### src/sv/qnorm_pkg.sv
// Shared widths, constants and types for the quaternion normalizer.
package qnorm_pkg;

   // Component width of one input beat (two's complement, Q4.12 at 16 bits)
   localparam int COMP_WIDTH = 16;
   localparam int NUM_COMP   = 4;

   // Squared magnitude and sum of four squares
   localparam int SQ_W  = 2 * COMP_WIDTH;
   localparam int SUM_W = 2 * COMP_WIDTH + 1;

   // Length radicand is the sum scaled by 2^8, padded to an even bit count
   localparam int LEN_SHIFT = 8;
   localparam int N_W       = SUM_W + LEN_SHIFT;
   localparam int ROOT_W    = (N_W + 1) / 2;
   localparam int NP_W      = 2 * ROOT_W;
   localparam int SQ_REM_W  = ROOT_W + 3;

   // Result format: Q2.14, quotient formed from mag * 2^18
   localparam int OUT_W     = 16;
   localparam int Q_BITS    = OUT_W;
   localparam int NUM_SHIFT = 18;
   localparam int INIT_SH   = NUM_SHIFT - Q_BITS;
   localparam logic [OUT_W-1:0] UNIT_Q14 = OUT_W'(16384);

   // Register stages from an accepted beat to the result strobe
   localparam int LATENCY = 1 + 1 + ROOT_W + (Q_BITS + 1) + 1;

   // Per-beat data carried alongside the square-root pipeline
   typedef struct packed {
      logic [NUM_COMP-1:0]                 neg;
      logic [NUM_COMP-1:0][COMP_WIDTH-1:0] mag;
   } qnorm_side_type;

endpackage

### src/sv/qnorm_lane_sq.sv
// One component lane: sign split, magnitude and square, registered.
module qnorm_lane_sq (
   input  logic                                  clock,
   input  logic signed [qnorm_pkg::COMP_WIDTH-1:0] comp,
   output logic        [qnorm_pkg::COMP_WIDTH-1:0] mag_ff,
   output logic                                  neg_ff,
   output logic        [qnorm_pkg::SQ_W-1:0]       sq_ff
);

   logic [qnorm_pkg::COMP_WIDTH-1:0] raw;
   logic [qnorm_pkg::COMP_WIDTH-1:0] mag_in;
   logic [qnorm_pkg::SQ_W-1:0]       sq_in;

   // Take the magnitude; the most negative code maps to 2^(width-1)
   always_comb begin
      raw = comp;
      if (raw[qnorm_pkg::COMP_WIDTH-1]) begin
         mag_in = ~raw + {{(qnorm_pkg::COMP_WIDTH-1){1'b0}}, 1'b1};
      end else begin
         mag_in = raw;
      end
      sq_in = qnorm_pkg::SQ_W'(mag_in) * qnorm_pkg::SQ_W'(mag_in);
   end

   // Register the lane outputs
   always_ff @(posedge clock) begin
      mag_ff <= mag_in;
      neg_ff <= raw[qnorm_pkg::COMP_WIDTH-1];
      sq_ff  <= sq_in;
   end

endmodule

### config.mk
export PLATFORM = sky130hd
export DESIGN_NAME = qnorm_lane_sq
export DESIGN_NICKNAME = d
export VERILOG_FILES = /design/src/sv/qnorm_pkg.sv /design/src/sv/qnorm_lane_sq.sv
export SDC_FILE = /design/constraint.sdc
export NUM_CORES = 1
export LEC_CHECK = 0
export ABC_AREA = 0
export BUFFER_PORTS_ARGS = -buffer_cell sky130_fd_sc_hd__buf_2
export CAP_MARGIN = 20
export CORE_ASPECT_RATIO = 1.1
export CORE_MARGIN = 1
export CORE_UTILIZATION = 58
export CTS_BUF_LIST = sky130_fd_sc_hd__clkbuf_8
export CTS_CLUSTER_SIZE = 10
export DETAILED_ROUTE_END_ITERATION = 12
export HOLD_SLACK_MARGIN = 0.08
export PLACE_DENSITY = 0.77
export SKIP_LAST_GASP = 1
export SLEW_MARGIN = 20
export SYNTH_ARGS = -nofsm -noshare
export SYNTH_HDL_FRONTEND = slang
export SYNTH_SLANG_ARGS = --single-unit
export TNS_END_PERCENT = 100
### constraint.sdc
create_clock -name clock -period 13.8 [get_ports clock]
set_input_delay 1.38 -clock clock [delete_from_list [all_inputs] [get_ports clock]]
set_output_delay 1.38 -clock clock [all_outputs]
set_load 0.01 [all_outputs]
==> run_results.csv <==
group,metric,value,unit
placed_design,place_hpwl,17300,um
detailed_routing,initialDrtViolationCount,343,
setup_path,cp_max_fo,16,
floorplan,initial_core_util,59.51,%
global_route,gr-total-overflow,0,
detailed_routing,detailroute.via_count,6500,
clocking,tritoncts.num_buffers,5,
global_route,grt_antenna_before_repair,0,
setup_path,crit_slowest_cell,"sky130_fd_sc_hd__or4b_2",
global_route,grt_first_pass_wirelength,32870,um
synth,yosys_register_bits,47,
global_route,grtUsageMet2,48.58,%
global_route,global_route.usage.total,27.98,%
timing,worst_case_headroom_to_the_max_slew_limit,50.47,%
final_layout,layout.cells.most_common,"sky130_fd_sc_hd__inv_1",
clocking,clock_tree.htree_level_count,2,
global_route,grt_util_met3,5.551,%
hold_path,holdPathEnd,"sq_ff[0]",
setup_path,launching_element_type_of_the_critical_path,"primary input",
detailed_routing,dr_vias_cell,5.412,
global_route,grt_start_max_net_pins,18,
setup_path,critical_path_required,14.01,ns
final_layout,final_net_count,1284,
placed_design,global_placement_routability_congestion,0.9912,
placed_design,post-place-ws,4.498,ns
hold_path,min_delay_path_depth,1,
synth,post_synth.cell_area_avg,9.085,um2
timing,layout_worst_path_cycle_share,65.76,%
clocking,cts_root_buf,"sky130_fd_sc_hd__clkbuf_8",
detailed_routing,detail_route.wirelength,19960,um
floorplan,chipWidth,118.3,um
final_layout,final_cell_mix,"251 x sky130_fd_sc_hd__inv_1, 164 x sky130_fd_sc_hd__fa_1, 96 x sky130_fd_sc_hd__ha_1, 81 x sky130_fd_sc_hd__nand2_1, 72 x sky130_fd_sc_hd__nor2_1",
hold_path,holdCritStartpoint,"comp[0]",
setup_path,critical_path_class,"in2reg",
floorplan,fp.dieArea,0.01537,mm2
detailed_routing,drt_pre_antenna_iters,7,
timing,fmax,0.1102,GHz
synth,postSynthCellCount,950,
global_route,grtUsageMet1,34.17,%
timing,post-route-worst-setup-slack,4.725,ns
timing,layout_min_cycle_time,9.075,ns
synth,synth-edff-count,0,
clocking,tritoncts_num_sinks,47,
timing,report.final.slew_viol_count,0,
setup_path,critPathCaptureType,"flop",
synth,synthFlopType,"sky130_fd_sc_hd__dfxtp_1",
synth,netlist_area,0.008631,mm2
hold_path,hold_path.class,"in2reg",
timing,rsz0062_at_grt,"no",
setup_path,timing.critical_path.slowest_cell_delay,0.69,ns
floorplan,pin_count,66,
final_layout,proportion_of_layout_cells_with_a_drive_suffix_above_1,9.722,%
global_route,number_of_global_route_vias_before_repair,6749,
detailed_routing,post_drt_wl_per_cell,16.62,um
clocking,cts_hold_buffers,0,
clocking,cts_tree,"done",
synth,async_reset_ff_share,0,%
setup_path,crit_path_frequent_cell,"sky130_fd_sc_hd__inv_1",
clocking,path_clk_slew,0.09,ns
floorplan,floorplan.core_area,0.01450,mm2
synth,yosys_warnings,0,
synth,netlist-cell-type-count,62,
clocking,post_cts_buffers,0,
setup_path,crit_arrival,9.29,ns
timing,number_of_endpoints_failing_setup_at_the_final_stage,0,
synth,yosysSeqAreaShare,10.90,%
detailed_routing,ant_nets,0,
timing,setup_tns_final,0,ns
timing,hold_viol,0,
floorplan,die_h,129.9,um
placed_design,io_buffers,64,
outcome,outcome,"complete, no violations",
run,timing.max_cap.violations,0,
global_route,busiest_layer,"met2",
detailed_routing,drt_drc_violations_left,0,
final_layout,areaGrowthSynthToFinish,6.872,%
floorplan,core.rowCount,46,
clocking,clock_tree.buffer_depth,2,
timing,timing_worst_slew_pin_value,0.7404,ns
clocking,post_cts_resize_count,0,
-- cell type report --
class / count / area (um2)
Inverter: 260 / 975.9
Antenna cell: 1 / 2.502
Multi-Input combinational cell: 625 / 6626
Clock buffer: 5 / 68.82
Fill cell: 1252 / 5280
Sequential cell: 47 / 940.9
Clock inverter: 3 / 18.77
Tap cell: 192 / 240.2
Timing Repair Buffer: 68 / 350.3
-- worst max-delay path: cells and delay by family --
family / cells / cell delay [ns]
XOR/XNOR: 1 / 0.49
AND/OR/NAND/NOR: 4 / 1.23
buffers and inverters: 11 / 1.46
AO/OA/AOI/OAI: 4 / 1.04
adder cells (fa/ha/maj): 8 / 3.65
-- through the flow --
| stage | util [%] | cells | instance area [um2] | hold slack [ns] |
|---|---|---|---|---|
| finish | 63.60 | 1201 | 9224 | 1.260 |
| global route | 63.58 | 1200 | 9221 | 1.270 |
| CTS | 63.58 | 1200 | 9221 | 1.253 |
| detailed placement | 62.97 | 1192 | 9134 | 1.577 |
| global placement | 62.97 | 1192 | 9134 | 1.558 |
| floorplan | - | 960 | 8668 | 1.408 |
-- routing by layer --
metal | share of wire [%] | wire length (um)
met4 | 4.1 | 826
met1 | 38 | 7649
met5 | 0 | 0
met3 | 6.8 | 1364
met2 | 51 | 10120
-- how the worst max path moves through the flow --
| stage | from | slack, ns | end |
|---|---|---|---|
| after floorplan | comp[0] | 5.46 | sq_ff[23] |
| after global placement | comp[0] | 4.78 | sq_ff[23] |
| after detailed placement | comp[0] | 4.50 | sq_ff[23] |
| after CTS | comp[0] | 4.82 | sq_ff[23] |
| after global routing | comp[0] | 4.36 | sq_ff[23] |
| final | comp[0] | 4.73 | sq_ff[23] |
-- state kept, by name, indices dropped and copies added, names as in the netlist --
register and count:
neg_ff 1, mag_ff 15, sq_ff 31
-- kinds of logic (layout without fill, tap and decap cells) --
| group | Yosys count | in the layout | share of synthesized area, % |
|---|---|---|---|
| simple gates | 198 | 198 | 10.16 |
| other cells | 2 | 13 | 0.08701 |
| compound gates | 109 | 109 | 8.901 |
| xor+xnor | 46 | 46 | 5.233 |
| buf+inv | 288 | 336 | 12.76 |
| flops | 47 | 47 | 10.90 |
| fa+ha+maj | 260 | 260 | 51.96 |
-- synthesized netlist by cell type (3+ instances only) --
cell type                  instances  area, um2
sky130_fd_sc_hd__inv_1           251      942.2
sky130_fd_sc_hd__fa_1            164       3283
sky130_fd_sc_hd__ha_1             96       1201
sky130_fd_sc_hd__nand2_1          81      304.0
sky130_fd_sc_hd__nor2_1           72      270.3
sky130_fd_sc_hd__dfxtp_1          47      940.9
sky130_fd_sc_hd__a21oi_1          29      145.1
sky130_fd_sc_hd__xnor2_1          25      219.0
sky130_fd_sc_hd__clkbuf_1         22      82.58
sky130_fd_sc_hd__xor2_1           16      140.1
sky130_fd_sc_hd__a21o_1           15      112.6
sky130_fd_sc_hd__o21ai_0          12      60.06
sky130_fd_sc_hd__nand3_1          10      50.05
sky130_fd_sc_hd__o31ai_1           8      60.06
sky130_fd_sc_hd__and3_1            6      37.54
sky130_fd_sc_hd__o21a_1            6      45.04
sky130_fd_sc_hd__inv_2             5      18.77
sky130_fd_sc_hd__or3_1             5      31.28
sky130_fd_sc_hd__clkinv_1          4      15.01
sky130_fd_sc_hd__nand4_1           4      25.02
sky130_fd_sc_hd__nor3_1            4      20.02
sky130_fd_sc_hd__o211ai_1          4      30.03
sky130_fd_sc_hd__o21bai_1          4      30.03
sky130_fd_sc_hd__a2111o_1          3      33.78
sky130_fd_sc_hd__a31oi_1           3      18.77
sky130_fd_sc_hd__buf_4             3      22.52
sky130_fd_sc_hd__xor2_2            3      48.80
Power is not shown: default switching activity piles up to over one toggle a cycle in this logic, so the estimate is an artifact.
