<file path="src/sv/qnorm_pkg.sv">
// Shared widths, constants and types for the quaternion normalizer.
package qnorm_pkg;

   // Component width of one input beat (two's complement, Q4.12 at 16 bits)
   localparam int COMP_WIDTH = 16;
   localparam int NUM_COMP   = 4;

   // Squared magnitude and sum of four squares
   localparam int SQ_W  = 2 * COMP_WIDTH;
   localparam int SUM_W = 2 * COMP_WIDTH + 1;

   // Length radicand is the sum scaled by 2^8, padded to an even bit count
   localparam int LEN_SHIFT = 8;
   localparam int N_W       = SUM_W + LEN_SHIFT;
   localparam int ROOT_W    = (N_W + 1) / 2;
   localparam int NP_W      = 2 * ROOT_W;
   localparam int SQ_REM_W  = ROOT_W + 3;

   // Result format: Q2.14, quotient formed from mag * 2^18
   localparam int OUT_W     = 16;
   localparam int Q_BITS    = OUT_W;
   localparam int NUM_SHIFT = 18;
   localparam int INIT_SH   = NUM_SHIFT - Q_BITS;
   localparam logic [OUT_W-1:0] UNIT_Q14 = OUT_W'(16384);

   // Register stages from an accepted beat to the result strobe
   localparam int LATENCY = 1 + 1 + ROOT_W + (Q_BITS + 1) + 1;

   // Per-beat data carried alongside the square-root pipeline
   typedef struct packed {
      logic [NUM_COMP-1:0]                 neg;
      logic [NUM_COMP-1:0][COMP_WIDTH-1:0] mag;
   } qnorm_side_type;

endpackage

</file>
<file path="src/sv/qnorm_div_lane.sv">
// One divide lane: restoring divide of mag * 2^18 by the length, then clamp and sign.
module qnorm_div_lane (
   input  logic                                clock,
   input  logic [qnorm_pkg::COMP_WIDTH-1:0]    mag,
   input  logic                                neg,
   input  logic [qnorm_pkg::ROOT_W-1:0]        root,
   output logic [qnorm_pkg::OUT_W-1:0]         result
);

   localparam int RW = qnorm_pkg::ROOT_W;
   localparam int QB = qnorm_pkg::Q_BITS;
   localparam int CW = qnorm_pkg::COMP_WIDTH;
   localparam int IW = CW + qnorm_pkg::INIT_SH;

   logic [RW-1:0] rem_ff  [QB];
   logic [RW-1:0] root_ff [QB];
   logic [QB-1:0] q_ff    [QB+1];
   logic          ovf_ff  [QB+1];
   logic          neg_ff  [QB+1];
   logic [RW-1:0] rem_init;
   logic [QB-1:0] q_fin;
   logic          sat;
   logic [QB-1:0] q_mag;

   // Upper numerator bits; at or above the divisor means quotient past 16 bits
   assign rem_init = {{(RW - IW){1'b0}}, mag, {qnorm_pkg::INIT_SH{1'b0}}};

   always_ff @(posedge clock) begin
      rem_ff[0]  <= rem_init;
      root_ff[0] <= root;
      q_ff[0]    <= '0;
      ovf_ff[0]  <= (rem_init >= root);
      neg_ff[0]  <= neg;
   end

   for (genvar k = 1; k <= QB; k++) begin : g_step
      logic [RW:0] rem_sh;
      logic [RW:0] dvs;
      logic        take;
      logic [RW:0] diff;

      // Shift in a zero numerator bit and subtract where it fits
      assign rem_sh = {rem_ff[k-1], 1'b0};
      assign dvs    = {1'b0, root_ff[k-1]};
      assign take   = (rem_sh >= dvs);
      assign diff   = rem_sh - dvs;

      always_ff @(posedge clock) begin
         q_ff[k]   <= {q_ff[k-1][QB-2:0], take};
         ovf_ff[k] <= ovf_ff[k-1];
         neg_ff[k] <= neg_ff[k-1];
      end

      if (k < QB) begin : g_carry
         always_ff @(posedge clock) begin
            rem_ff[k]  <= take ? diff[RW-1:0] : rem_sh[RW-1:0];
            root_ff[k] <= root_ff[k-1];
         end
      end
   end

   // Clamp to unit magnitude and restore the sign
   always_comb begin
      q_fin = q_ff[QB];
      sat   = ovf_ff[QB] || (q_fin > qnorm_pkg::UNIT_Q14);
      q_mag = sat ? qnorm_pkg::UNIT_Q14 : q_fin;
      if (neg_ff[QB]) begin
         result = ~q_mag + {{(QB-1){1'b0}}, 1'b1};
      end else begin
         result = q_mag;
      end
   end

endmodule

</file>
<file path="config.mk">
export PLATFORM = sky130hd
export DESIGN_NAME = qnorm_div_lane
export DESIGN_NICKNAME = d
export VERILOG_FILES = /design/src/sv/qnorm_pkg.sv /design/src/sv/qnorm_div_lane.sv
export SDC_FILE = /design/constraint.sdc
export NUM_CORES = 1
export LEC_CHECK = 0
export BUFFER_PORTS_ARGS = -buffer_cell sky130_fd_sc_hd__buf_2
export CAP_MARGIN = 20
export CORE_MARGIN = 5
export CORE_UTILIZATION = 55
export CTS_BUF_LIST = sky130_fd_sc_hd__clkbuf_4
export DETAILED_ROUTE_END_ITERATION = 10
export PLACE_DENSITY = 0.71
export SLEW_MARGIN = 10
export SYNTH_ARGS = -nofsm -noshare
export SYNTH_HDL_FRONTEND = slang
export SYNTH_SLANG_ARGS = --single-unit
</file>
<file path="constraint.sdc">
create_clock -name clock -period 4.2 [get_ports clock]
set_clock_uncertainty 0.15 [all_clocks]
set_input_delay 0.42 -clock clock [delete_from_list [all_inputs] [get_ports clock]]
set_output_delay 0.42 -clock clock [all_outputs]
set_load 0.02 [all_outputs]
</file>
==> results.yml <==
outcome:
  status: "finished with violations"
  violations: "negative setup slack"
synth:
  syn_area_per_cell_sq_um: 9.74
  synth_top_area_share_pct: 45.3
  ys_seq_area_share_pct: 45.3
  async_flop_share_pct: 0
  synthesis.area_sq_um: 37000
  synth_nets: 4196
  synthFlopType: "dfxtp_1"
  syn_inst: 3795
  yosysWarningCount: 0
  synthMuxAreaShare_pct: 5.43
  synthSimpleGateAreaFrac_pct: 10.1
  ys_types: 82
  synthTopCellsByArea: "dfxtp_1, ha_1, inv_1"
  yosys.area.top_type: "dfxtp_1"
  synthAdderAreaFrac_pct: 12.5
  synth_top_family_by_area: "compound AO/OA/AOI/OAI gates"
  synth_seq_cells: 837
  synth_compound_area_share_pct: 15.3
  synth_edf_count: 0
  synth_xor_area_share_pct: 6.23
critical_path:
  crit_type: "flip-flop to output port"
  worstSetupEndpointType: "output port"
  r2r_slack_ps: 410
  r2r_cells: 12
  worstPathRequired_ps: 3630
  worstPathMaxFanout: 4
  r2r-end: "rem_ff[1][69]"
  timing.rr.start: "root_ff[1][46]"
  cp.arrival_ps: 3990
  startpoint_type: "flip-flop"
global_route:
  track_usage_pct: 20.6
  grt_pass1_wl_microns: 126000
  grt_pass1_vias: 27100
  antenna_found_initial: 3
  grt_max_degree: 37
  grt_overflow_total: 0
floorplanning:
  initial_core_util_pct: 55.2
  dieArea_sq_um: 72500
  fp.dieW_microns: 269
  core_sq_um: 66900
  row_count: 95
  ios: 55
  fp.dieH_microns: 269
final_layout:
  final_nets: 4514
  fin_util_pct: 62.5
  layout-area-overhead-vs-synth_pct: 13.2
  final_area_sq_um: 41900
  drive_gt1_share_pct: 14.1
hold_path:
  hold_end: "q_ff[8][5]"
  hold_depth: 0
  hp-class: "flip-flop to flip-flop"
  worstHoldStart: "q_ff[7][4]"
timing:
  timing.fmax_mhz: 219
  setup_ws_ps: -357
  grt_setup_unrepaired: "yes"
  fin_crit_sh_pct: 108
  maxSlewViolCount: 0
  hold_viol_final: 0
  worst_slew_pin_slew_ps: 913
  relSlewSlack_pct: 39.1
  setup_viol: 8
  post-route-min-period_ps: 4560
detailed_routing:
  dr_total_vias: 27000
  antenna_left: 0
  wl_microns: 75800
  firstDrtPassIters: 6
  drt-vias-per-instance: 5.27
  drc_errors: 0
  drt_iter0_markers: 1206
  wl_per_cell_microns: 14.8
power_and_ir_drop:
  seqPwrFrac_pct: 34.7
  clockPowerShare_pct: 19.6
  ir_drop_uv: 362
  p_sw_mw: 12.5
  combinationalPowerShare_pct: 45.8
  swShare_pct: 37.5
  p_leak_nw: 19.8
  p_int_mw: 20.8
  power.density_nw_per_um2: 796
cts:
  numCtsBuffers: 204
  htree_num_levels: 4
  clk_pin_slew_ps: 70
  clockRootBuffer: "clkbuf_4"
  cts_tree: "built"
  cts_sinks: 837
  worstSkewPairLatency_ps: 1050
  cts_buffer_depth: 3
placement:
  dp_slack_ps: 345
  placed_cell_area_sq_um: 38300
  place.gp.congestion: 0.897
  hpwl_microns: 55500
  port_buffers: 54
job:
  maxCapViolCount: 0
==> sequential cells by signal, summed over array words and instances (netlist names) <==
signal and cells:
rem_ff 331, ovf_ff 17, neg_ff 17, root_ff 336, q_ff 136
==> logic make-up after synthesis <==
| family | Yosys count |
|---|---|
| and+or+nand+nor | 771 |
| muxes | 179 |
| other | 1 |
| adders and majority gates | 362 |
| DFF | 837 |
| buffers and inverters | 488 |
| xor gates and xnor gates | 263 |
| AOI/OAI and AO/OA | 894 |
==> Yosys cell counts (all sizes together) (52+ instances only) <==
cell,number
dfxtp,837
inv,435
ha,348
a21oi,250
o21ai,231
nand2,224
nor2,195
mux2,169
xnor2,163
a21o,137
xor2,100
nor3,56
o21a,53
nand2b,52
nor2b,52
==> worst max-delay path by stage <==
| stage | depth (start not counted) | start | end | slack [ps] |
|---|---|---|---|---|
| finish | 13 | q_ff[16][2] | result[10] | -360 |
| global route | 13 | q_ff[16][2] | result[10] | -570 |
| CTS | 13 | q_ff[16][2] | result[10] | -500 |
| detailed placement | 13 | q_ff[16][2] | result[10] | 340 |
| global placement | 13 | q_ff[16][2] | result[10] | 350 |
| floorplan | 12 | q_ff[16][2] | result[10] | 510 |
==> cells in the final DEF, fill, tap and decap left out, drive strengths merged, types with 21 or more instances in the layout <==
master       count
buf             89
and3            21
dfxtp          837
xor2           100
dlygate4sd3     76
a21oi          250
o21ai          231
nor2           195
o21bai          26
clkinv          42
a211oi          27
o31ai           23
nand2b          52
nand3           48
ha             348
mux2           169
clkbuf         290
nand4           37
nor2b           52
nand2          224
o21a            53
nor3            56
inv            445
a21o           137
a31oi           27
xnor2          163
==> worst max-delay path, stage by stage, from the launching register on <==
cell and delay, ps:
dfxtp_2 320, or4_4 520, or3_4 340, nand2b_4 150
nand2b_4 150, a211oi_2 190, buf_4 180, nand2_4 70
ha_4 180, o21ai_2 60, nand2_2 100, mux2_4 340
a22oi_2 170, buf_6 140
==> cell type report <==
class,count,area (sq um)
Tap cell,873,1090
Sequential cell,837,16800
Timing Repair Buffer,165,1340
Clock inverter,52,392
Inverter,435,1630
Multi-Input combinational cell,2470,18500
Clock buffer,290,2180
Fill cell,5525,25100
Antenna cell,6,15.0
==> per-layer routing <==
layer | vias to the layer above | wire, microns | track usage [%]
li1 | 13800 | - | -
met1 | 12500 | 31700 | 23.0
met2 | 572 | 38400 | 37.6
met3 | 198 | 2970 | 4.42
met4 | 0 | 2680 | 9.32
met5 | - | 0 | 0
==> power groups by stage <==
stage / Combinational (mW) / Sequential [mW] / Clock [mW]
4_1_cts: 15.2 / 11.5 / 6.77
2_1_floorplan: 12.2 / 11.2 / 0
5_1_grt: 17.1 / 11.8 / 7.20
6_report: 15.2 / 11.5 / 6.52
3_3_place_gp: 14.7 / 11.7 / 0
3_5_place_dp: 14.9 / 11.7 / 0
==> what timing repair did <==
action,CTS,global route
setup endpoints to repair,9,8
hold buffers,76,0
resized for setup,24,12
pin swaps,6,6
hold endpoints to repair,39,0
buffers inserted,10,5
==> metrics by stage <==
stage	power, mW	std cells	TNS [ps]	hold WS [ps]
4_1_cts	33.5	5117	-3110	29.9
2_1_floorplan	23.4	3795	0	160
3_5_place_dp	26.6	4689	0	162
3_3_place_gp	26.4	4689	0	160
6_report	33.3	5128	-2010	140
5_1_grt	36.1	5126	-3700	125
Note: power is estimated with default switching activity, not from simulation.
