[config.mk]
export PLATFORM = sky130hd
export DESIGN_NAME = qnorm_sqrt
export DESIGN_NICKNAME = d
export VERILOG_FILES = /design/src/sv/qnorm_pkg.sv /design/src/sv/qnorm_sqrt.sv
export SDC_FILE = /design/constraint.sdc
export NUM_CORES = 2
export LEC_CHECK = 0
export ABC_AREA = 1
export ABC_CLOCK_PERIOD_IN_PS = 2600
export CAP_MARGIN = 10
export CORE_MARGIN = 8
export CORE_UTILIZATION = 60
export CTS_BUF_LIST = sky130_fd_sc_hd__clkbuf_4 sky130_fd_sc_hd__clkbuf_8
export DETAILED_ROUTE_END_ITERATION = 16
export DONT_BUFFER_PORTS = 1
export PLACE_DENSITY = 0.76
export SETUP_SLACK_MARGIN = 0.15
export SLEW_MARGIN = 40
export SYNTH_ARGS = -nofsm -noshare
export SYNTH_HDL_FRONTEND = slang
export SYNTH_SLANG_ARGS = --single-unit
export TNS_END_PERCENT = 50
[constraint.sdc]
create_clock -name clock -period 2.6 [get_ports clock]
set_input_delay 0.26 -clock clock [delete_from_list [all_inputs] [get_ports clock]]
set_output_delay 0.26 -clock clock [all_outputs]
set_load 0.01 [all_outputs]
[src/sv/qnorm_pkg.sv]
// Shared widths, constants and types for the quaternion normalizer.
package qnorm_pkg;

   // Component width of one input beat (two's complement, Q4.12 at 16 bits)
   localparam int COMP_WIDTH = 16;
   localparam int NUM_COMP   = 4;

   // Squared magnitude and sum of four squares
   localparam int SQ_W  = 2 * COMP_WIDTH;
   localparam int SUM_W = 2 * COMP_WIDTH + 1;

   // Length radicand is the sum scaled by 2^8, padded to an even bit count
   localparam int LEN_SHIFT = 8;
   localparam int N_W       = SUM_W + LEN_SHIFT;
   localparam int ROOT_W    = (N_W + 1) / 2;
   localparam int NP_W      = 2 * ROOT_W;
   localparam int SQ_REM_W  = ROOT_W + 3;

   // Result format: Q2.14, quotient formed from mag * 2^18
   localparam int OUT_W     = 16;
   localparam int Q_BITS    = OUT_W;
   localparam int NUM_SHIFT = 18;
   localparam int INIT_SH   = NUM_SHIFT - Q_BITS;
   localparam logic [OUT_W-1:0] UNIT_Q14 = OUT_W'(16384);

   // Register stages from an accepted beat to the result strobe
   localparam int LATENCY = 1 + 1 + ROOT_W + (Q_BITS + 1) + 1;

   // Per-beat data carried alongside the square-root pipeline
   typedef struct packed {
      logic [NUM_COMP-1:0]                 neg;
      logic [NUM_COMP-1:0][COMP_WIDTH-1:0] mag;
   } qnorm_side_type;

endpackage

[src/sv/qnorm_sqrt.sv]
// Pipelined digit-by-digit integer square root, one result bit per stage.
module qnorm_sqrt (
   input  logic                            clock,
   input  logic                            reset,
   input  logic                            in_vld,
   input  logic [qnorm_pkg::SUM_W-1:0]     in_sum,
   input  qnorm_pkg::qnorm_side_type       in_side,
   output logic                            out_vld,
   output logic [qnorm_pkg::ROOT_W-1:0]    out_root,
   output qnorm_pkg::qnorm_side_type       out_side
);

   localparam int RW = qnorm_pkg::ROOT_W;
   localparam int MW = qnorm_pkg::SQ_REM_W;
   localparam int NW = qnorm_pkg::NP_W;

   logic [RW-1:0]                   root_ff [RW];
   logic                            vld_ff  [RW];
   qnorm_pkg::qnorm_side_type       side_ff [RW];
   logic [MW-1:0]                   rem_ff  [RW-1];
   logic [NW-1:0]                   n_ff    [RW-1];
   logic [NW-1:0]                   n_init;

   // Scale the sum by 2^8 and pad to whole bit pairs
   assign n_init = {{(NW - qnorm_pkg::N_W){1'b0}}, in_sum, {qnorm_pkg::LEN_SHIFT{1'b0}}};

   for (genvar k = 0; k < RW; k++) begin : g_stage
      logic [MW-1:0]             rem_src;
      logic [RW-1:0]             root_src;
      logic [NW-1:0]             n_src;
      logic                      vld_src;
      qnorm_pkg::qnorm_side_type side_src;
      logic [MW-1:0]             rem_sh;
      logic [MW-1:0]             trial;
      logic                      take;

      // Select stage inputs
      if (k == 0) begin : g_first
         assign rem_src  = '0;
         assign root_src = '0;
         assign n_src    = n_init;
         assign vld_src  = in_vld;
         assign side_src = in_side;
      end else begin : g_next
         assign rem_src  = rem_ff[k-1];
         assign root_src = root_ff[k-1];
         assign n_src    = n_ff[k-1];
         assign vld_src  = vld_ff[k-1];
         assign side_src = side_ff[k-1];
      end

      // Bring down the next bit pair and try the next root bit
      assign rem_sh = {rem_src[MW-3:0], n_src[NW-1 -: 2]};
      assign trial  = {1'b0, root_src, 2'b01};
      assign take   = (rem_sh >= trial);

      // Advance root, valid and side data
      always_ff @(posedge clock) begin
         root_ff[k] <= {root_src[RW-2:0], take};
         side_ff[k] <= side_src;
      end

      always_ff @(posedge clock) begin
         if (reset) begin
            vld_ff[k] <= 1'b0;
         end else begin
            vld_ff[k] <= vld_src;
         end
      end

      // Carry remainder and radicand only where a later stage needs them
      if (k < RW - 1) begin : g_rem
         always_ff @(posedge clock) begin
            rem_ff[k] <= take ? (rem_sh - trial) : rem_sh;
            n_ff[k]   <= {n_src[NW-3:0], 2'b00};
         end
      end
   end

   assign out_vld  = vld_ff[RW-1];
   assign out_root = root_ff[RW-1];
   assign out_side = side_ff[RW-1];

endmodule

==> summary.md <==
| Metric | Value |
|---|---|
| Synth cell count leaders | dfxtp_1 (2,357), nand2_1 (1,872), inv_1 (989), nor2_1 (579), nand3_1 (354) |
| Cell variety after synth | 51 |
| Final hold vios | 0 |
| Crit path top cell by count | nand2_1 |
| First-pass GRT wire length | 254,000 um |
| Clk slew on worst S/H paths | 0.07 ns |
| Final setup viols | 0 |
| Number of nets with antenna violations after routing | 0 |
| CP required | 3.41 ns |
| Drt via density | 4.84 |
| Initial Utilization | 60.5% |
| Max Slew Vio Count | 0 |
| Largest area contributor in the netlist | dfxtp_1 |
| Max Cap Viol | 0 |
| CP startpoint | root_ff[1][129] |
| Outcome | finished, final reports clean |
| Synth area leaders | dfxtp_1 (66%), nand2_1 (9.9%), inv_1 (5.2%) |
| CP Max Fanout | 14 |
| 1st-iter DRT viols | 3,229 |
| Root Buffer | clkbuf_8 |
| Register area share after synthesis | 66.2% |
| Prevailing post-synth register cell | dfxtp_1 |
| Syn Area/Cell | 9.66 sq um |
| Layout cells sized above 1 | 9.08% |
| Worst Slack Setup Final | 0.205 ns |
| Pin count of the biggest net entering global routing | 34 |
| Drt wl/cell | 16.8 um |
| Sequential Power Share | 49.1% |
| Slew @ Worst Pin | 0.713 ns |
| Slew HR | 52.0% |
| Mapped cell area | 71,300 sq um |
| H-tree Lvls | 5 |
| CP startpoint kind | flip-flop |
| Area grow syn2layout | 15.9% |
| RSZ-0062 raised after global routing | true |
| Share of synthesized registers carrying an async set or reset | 0% |
| CTS Sinks | 2,357 |
| Register Area | 47,200 sq um |
| Buf+Inv Stages, Crit Path | 2 |
| Reg-to-Reg Start | root_ff[1][129] |
| Row Count | 126 |
| Crit. End Element | flip-flop |
| Die Y | 361 um |
| Worst slack, placed | 0.157 ns |
| DRT Wirelength | 163,000 um |
| Core area | 118,000 sq um |
| Antenna violations before repair | 3 |
| Net Sw Frac | 28.6% |
| GP Congestion | 0.932 |
| DRC | 0 |
| Via count | 47,000 |
| Synthesized Nets | 7,731 |
| Lkg Pwr | 40.3 nW |
| Setup TNS | 0 ns |
| YS warnings | 0 |
| Sw Pwr | 0.0251 W |
| Dpl cells | 8,896 |
| Skew final | 0.0863 ns |
| First-pass detailed-route iteration total | 6 |
| Vias in the first global route | 47,500 |
| Hold Crit Class | reg -> reg |
| Max VDD drop | 0.000888 V |
| Post-DP HPWL | 111,000 um |
| Worst Path Arrival | 3.21 ns |
| Multi-input gate area | 20,000 sq um |
| Synth Register Bits | 2,357 |
| Synthesized instance count | 7,379 |
| Slowest cell delay on critical path | 0.48 ns |
| Total GRT Usage | 24.4% |
| Crit-path leading delay family | simple AND/OR/NAND/NOR gates |
| Max Root-Sink Buffers | 4 |
| Total congestion overflow | 0 |
| CTS tree | yes |
| CP Class | reg -> reg |
| Final nets | 8,270 |
| I/O Buffers | 0 |
| Top-count cell post-synth | dfxtp_1 |
| PwrDens | 1060 nW/um^2 |
| IO Pins | 194 |
| Clk Latency, worst-skew pair | 1.01 ns |
| Comb power frac | 14.8% |
| Clock network fraction of design power | 36.1% |
| Die area | 130,000 sq um |
| DIE WIDTH | 361 um |
| Worst-path cell chain | inv_1, ha_1, nand2_1, nand2_1, nand2_1, nand2_1, inv_1, nand2_1, nand2_2, nand4_4, o21ai_0 |
| Int Pwr | 0.0628 W |
| Minimum clock period | 2.39 ns |
| Worst hold start | n_ff[2][117] |
| CTS Buf Count | 349 |
| Post-Layout Cell Count | 9,707 |
| Tot Pwr | 0.0879 W |
| Share of the synthesized area in the top cell type | 66.2% |
| Period utilization | 92.1% |
| Filler cells | 8,539 |
| Fmax | 418 MHz |
| Slowest CP cell | dfxtp_1 |
| Number of synthesized flops with an enable pin | 0 |
-- sequential cells by signal, indices dropped and copies added (netlist names) --
name and count:
vld_ff 21, n_ff 272, root_ff 231, rem_ff 405, side_ff 1428
-- placed cells by master (no fill, tap or decap), types with 43 or more instances in the layout --
cell,Yosys,routed
ha_1,245,245
nor2_1,579,578
xor2_1,99,99
nor3_1,58,58
clkbuf_8,0,422
xnor2_1,63,63
nand3_1,354,354
dlygate4sd3_1,0,205
nand2_1,1872,1872
a21oi_1,243,243
nand3b_1,61,61
inv_1,989,989
nand4_1,85,85
o21ai_1,43,43
o21ai_0,140,140
clkbuf_4,0,116
dfxtp_1,2357,2355
-- metrics by stage --
step           utilization (%)  hold slack (ns)  area [sq um]
6_report                  70.1            0.261         82700
4_1_cts                   70.1            0.179         82600
5_1_grt                   70.1            0.211         82700
2_1_floorplan                -            0.288         71300
3_5_place_dp              62.0            0.288         73100
3_3_place_gp              62.0            0.288         73100
-- final timing paths --
kind / cells past startpoint / slack [ns] / end
max reg2reg: 11 / 0.21 / rem_ff[3][73]
min: 0 / 0.26 / n_ff[2][159]
min reg2reg: 0 / 0.26 / n_ff[2][159]
max: 11 / 0.21 / rem_ff[3][73]
-- cells by family after synthesis --
group / after synthesis / share of synthesized area [%]
AOI/OAI and AO/OA: 468 / 3.49
xor gates and xnor gates: 162 / 1.99
adders and majority gates: 248 / 4.38
buffers and inverters: 1054 / 5.86
DFF: 2357 / 66.2
other: 1 / 0.00526
and+or+nand+nor: 3089 / 18.1
-- cell type report --
| cell class | count | area share, % |
|---|---|---|
| Inverter | 1005 | 4.59 |
| Clock inverter | 63 | 0.999 |
| Tap cell | 1536 | 2.32 |
| Timing Repair Buffer | 236 | 2.78 |
| Sequential cell | 2357 | 57.1 |
| Multi-Input combinational cell | 3969 | 24.2 |
| Clock buffer | 538 | 8.08 |
| Antenna cell | 3 | 0.00908 |
-- power by group through the flow --
stage	Clock (W)	Combinational (W)	Sequential, W
floorplan	0	0.00957	0.0422
global placement	0	0.0124	0.0438
detailed placement	0	0.0124	0.0438
CTS	0.0323	0.0128	0.0431
global route	0.0342	0.0147	0.0434
finish	0.0317	0.0130	0.0432
-- layer usage --
metal / share of wire [%] / wire length [um] / global-route usage, % / up-vias
met2: 49 / 79700 / 42.7 / 1338
met3: 5.7 / 9250 / 4.95 / 317
li1: - / - / - / 23900
met1: 43 / 69400 / 30.2 / 21400
met5: 0 / 0 / 0 / -
met4: 2.8 / 4640 / 8.26 / 0
-- worst register-to-register path: stages (launching register included) --
cell and delay [ns]:
dfxtp_1 0.48, inv_1 0.08, ha_1 0.35, nand2_1 0.09, nand2_1 0.08, nand2_1 0.07, nand2_1 0.06, inv_1 0.05
nand2_1 0.14, nand2_2 0.13, nand4_4 0.26, o21ai_0 0.43
-- what timing repair did --
action / 4_1_cts / 5_1_grt
cloned: 0 / 1
hold buffers: 205 / 1
gates resized for setup: 2 / 9
setup buffers: 0 / 0
setup endpoints to repair: 1 / 88
hold endpoints to repair: 122 / 21
Note: power is estimated with default switching activity, not from simulation.
